`src/hdl/bud_ram.sv`:
```
// ----------------------------------------------------------------------------
// bud_ram
// Generic single write port, single read port RAM with registered read.
// ----------------------------------------------------------------------------
module bud_ram #(
    parameter int WIDTH = 8,
    parameter int DEPTH = 16
) (
    input  logic                     clk,
    input  logic                     we,
    input  logic [$clog2(DEPTH)-1:0] waddr,
    input  logic [WIDTH-1:0]         wdata,
    input  logic                     re,
    input  logic [$clog2(DEPTH)-1:0] raddr,
    output logic [WIDTH-1:0]         rdata
);

    logic [WIDTH-1:0] mem [DEPTH];
    logic [WIDTH-1:0] rdata_reg;

    always_ff @(posedge clk)
    begin
        if (we)
        begin
            mem[waddr] <= wdata;
        end
        if (re)
        begin
            rdata_reg <= mem[raddr];
        end
    end

    assign rdata = rdata_reg;

endmodule

```
`config.mk`:
```
export PLATFORM = sky130hd
export DESIGN_NAME = bud_ram
export DESIGN_NICKNAME = d
export VERILOG_FILES = /design/src/hdl/bud_ram.sv
export SDC_FILE = /design/constraint.sdc
export NUM_CORES = 1
export LEC_CHECK = 0
export BUFFER_PORTS_ARGS = -buffer_cell sky130_fd_sc_hd__buf_2
export CAP_MARGIN = 30
export CORE_MARGIN = 1
export CORE_UTILIZATION = 45
export CTS_CLUSTER_DIAMETER = 80
export CTS_CLUSTER_SIZE = 24
export DETAILED_ROUTE_END_ITERATION = 10
export GPL_TIMING_DRIVEN = 0
export PLACE_DENSITY_LB_ADDON = 0.2
export SLEW_MARGIN = 10
export SYNTH_ARGS = -nofsm -noshare
export SYNTH_HDL_FRONTEND = slang
export SYNTH_SLANG_ARGS = --single-unit
export TNS_END_PERCENT = 30
```
`constraint.sdc`:
```
create_clock -name clk -period 1.85 [get_ports clk]
set_input_delay 0.0925 -clock clk [delete_from_list [all_inputs] [get_ports clk]]
set_output_delay 0.0925 -clock clk [all_outputs]
set_load 0.02 [all_outputs]
```
After elaboration in Yosys (flattened, before gate mapping):

Memory sizes are Yosys's and may differ from the RTL's. A register that Yosys moved wholly into a read port is not among the register bits.
Index checks and enable logic that the tools add are counted.

* flip-flop bits (word level): 0
* bits in writable memories: 128
* input bits: 19
* output and inout bits: 8
* logic and storage cells: 3
* memories kept: 1

Memories
* mem: words 16, bits a word 8, rd ports 1, clocked after memory_dff 1, wr ports 1, line 18 `logic [WIDTH-1:0] mem [DEPTH];`

* multiplexer cells: 2

Operator list (number)
* 1-bit 2-to-1 mux: 2

Longest topological paths before layout:

* depth in word-level cells: 2
* gate-level depth with buffers: 5
* depth with buffers taken out: 3

Least setup slack after synthesis:

OpenSTA, ideal clock, no wires.

* kind: input to register
* from: input port waddr[2]
* to: memory mem[0][0] (enable)
* library setup time: 0.383 ns
* arrival: 1.202 ns
* required time: 1.467 ns
* path slack: 0.265 ns
* stages on the path: 2
* path buffers: 0
* cell sequence: or3b_2 > nor3_1

RTL lines
* from (decl): line 11 `input logic [$clog2(DEPTH)-1:0] waddr,`
* to (decl): line 18

Straight into the memory's write port.

==> flow_summary.json <==
{
  "diodes": 0,
  "drc": 0,
  "crit_fanout": 1,
  "relSlewSlack": 0.452,
  "final_cell_area_um2": 6140,
  "start_util": 0.472,
  "die_area_um2": 12100,
  "worst_ir_drop_vdd_mv": 0.529,
  "via_per_inst": 5.51,
  "hpwlAfterDp_mm": 6.12,
  "synth_top_cell_by_area": "edfxtp_1",
  "cts_tree": "done",
  "cts_setup_buffers": 0,
  "start_kind": "register",
  "hold_viol_final": 0,
  "async_reset_ff_frac": 0,
  "power_density_nw_per_um2": 1160,
  "vias": 2358,
  "synth-seq-cells": 136,
  "fin_util": 0.554,
  "period_share": 0.865,
  "hp-class": "primary input to register",
  "avgSynthCellArea_um2": 22.8,
  "worst_pin_slew_ns": 0.819,
  "rsz0062_at_grt": "false",
  "min_period_ns": 1.60,
  "clk_latency_ns": 0.41,
  "yosysMostFrequentCell": "edfxtp_1",
  "nFillCells": 861,
  "port_buffers": 25,
  "drive_gt1_frac": 0.306,
  "die_x_um": 110,
  "slew_violations": 0,
  "finalSetupViolCount": 0,
  "seq_area_frac_synth": 0.781,
  "cts_resized": 0,
  "syn_area_um2": 5230,
  "cts_buffers": 17,
  "synth_top_cells_by_area": "edfxtp_1 (78%), mux4_2 (7.8%), mux4_1 (7.0%)",
  "gp_congestion": 0.657,
  "largest_register_ffs": 128,
  "crit_path_end_kind": "register",
  "synth_cells": 229,
  "nets": 294,
  "cts_hold_buf": 0,
  "placed_area_um2": 5550,
  "status": "complete, no violations",
  "synth_nets": 248,
  "antenna_found_initial": 0,
  "synth_top_area_frac": 0.781,
  "cts_root_buf": "clkbuf_16",
  "core-area_um2": 11100,
  "first_iter_violations": 199,
  "grt_pass1_vias": 2470,
  "power_leakage_nw": 2.05,
  "drtPass1Iterations": 4,
  "wl_per_cell_um": 22.8,
  "synth_edf_count": 136,
  "grt_max_degree": 17,
  "die_y_um": 110,
  "finalClockSkew_ns": 0.00606,
  "worstPathRequired_ns": 2.00,
  "synth.top_cells.by_count": "edfxtp_1 (136), mux4_2 (18), a22oi_1 (16)",
  "boundaryPins": 27,
  "ys_types": 18,
  "num_rows": 38,
  "cts.clk_slew.worst_paths_ns": 0.06,
  "routed_wirelength_mm": 9.76,
  "fmax_mhz": 625,
  "syn2layout_area_growth_pct": 17.4,
  "ys_warn_count": 0,
  "grt_usage": 0.185,
  "arrival_ns": 1.75,
  "postRouteAntennaNets": 0,
  "grt_first_pass_wirelength_mm": 14.6,
  "htreeDepth": 4,
  "overflow": 0,
  "cts_buffer_depth": 2,
  "clock_sinks": 136,
  "synthFlopType": "edfxtp_1",
  "cap_violations": 0,
  "crit_type": "register to register"
}
[report_power, final]
part | leakage (nW) | internal, mW | switching [mW]
Clock | 0.279 | 2.10 | 1.20
Sequential | 1.24 | 3.47 | 0.0140
Combinational | 0.531 | 0.135 | 0.206
[final timing paths]
kind / end / startpoint / cells after the start / slack (ns)
worst max-delay path: rdata[0]$_DFFE_PP_ / mem[0][0]$_DFFE_PP_ / 3 / 0.25
worst min-delay path: rdata[7]$_DFFE_PP_ / re / 1 / 0.03
worst max register to register: rdata[0]$_DFFE_PP_ / mem[0][0]$_DFFE_PP_ / 3 / 0.25
worst min register to register: rdata[2]$_DFFE_PP_ / mem[11][2]$_DFFE_PP_ / 3 / 0.75
[critical path, cell delays in order (launching register included)]
cell      delay, ns
edfxtp_1       0.37
mux4_1         0.50
a22oi_1        0.37
nand2_1        0.10
[per-stage QoR]
stage                     setup TNS (ns)  setup WS, ns  hold WS, ns  power (mW)  std cells
after floorplan                        0         0.265        0.191        3.74        229
after global placement             -3.33        -0.322        0.456        3.88        394
final                                  0         0.249       0.0350        7.12        428
after CTS                              0         0.213       0.0219        7.19        428
after detailed placement               0        0.0643        0.458        3.90        396
after global routing                   0         0.201       0.0369        7.32        428
[logic make-up (layout without fill, tap and decap cells)]
family          Yosys count  count (layout)  synth area share
mux                      32              32             0.148
flops                   136             136             0.781
compound gates           16              16            0.0230
simple gates             35              35            0.0314
buf+inv                  10              69            0.0165
[per-layer routing]
layer  part of all wire  global-route usage  up-vias
met5                  0                   0        -
met4             0.0057              0.0771        0
met3              0.059              0.0504        4
met2               0.49               0.281       72
met1               0.44               0.256     1206
li1                   -                   -     1076
[cells in the final DEF (no fill, tap or decap)]
| cell type | instances |
|---|---|
| bufinv_16 | 3 |
| clkbuf_1 | 1 |
| clkbuf_16 | 17 |
| nand2b_1 | 2 |
| clkdlybuf4s25_2 | 3 |
| clkinv_2 | 5 |
| mux4_2 | 18 |
| nor3_1 | 2 |
| and2_1 | 1 |
| clkinvlp_4 | 4 |
| clkinv_4 | 1 |
| nor2b_1 | 1 |
| edfxtp_1 | 136 |
| nor2_1 | 13 |
| buf_6 | 3 |
| buf_4 | 2 |
| nand3b_1 | 2 |
| and2b_1 | 1 |
| mux4_1 | 14 |
| or3b_2 | 1 |
| a22oi_1 | 16 |
| nor3_2 | 2 |
| buf_2 | 29 |
| nand3_1 | 1 |
| clkinv_1 | 1 |
| nand2_1 | 9 |
[cell type report]
cell class,count,area (um^2),share of cell area
buffer,10,86.3,0.0141
clock buffer,18,429,0.0699
clock inverter,14,158,0.0257
multi-input combinational,83,1070,0.174
sequential,136,4080,0.665
tap,140,175,0.0285
timing repair buffer,27,138,0.0224
Note: power is estimated with default switching activity, not from simulation.
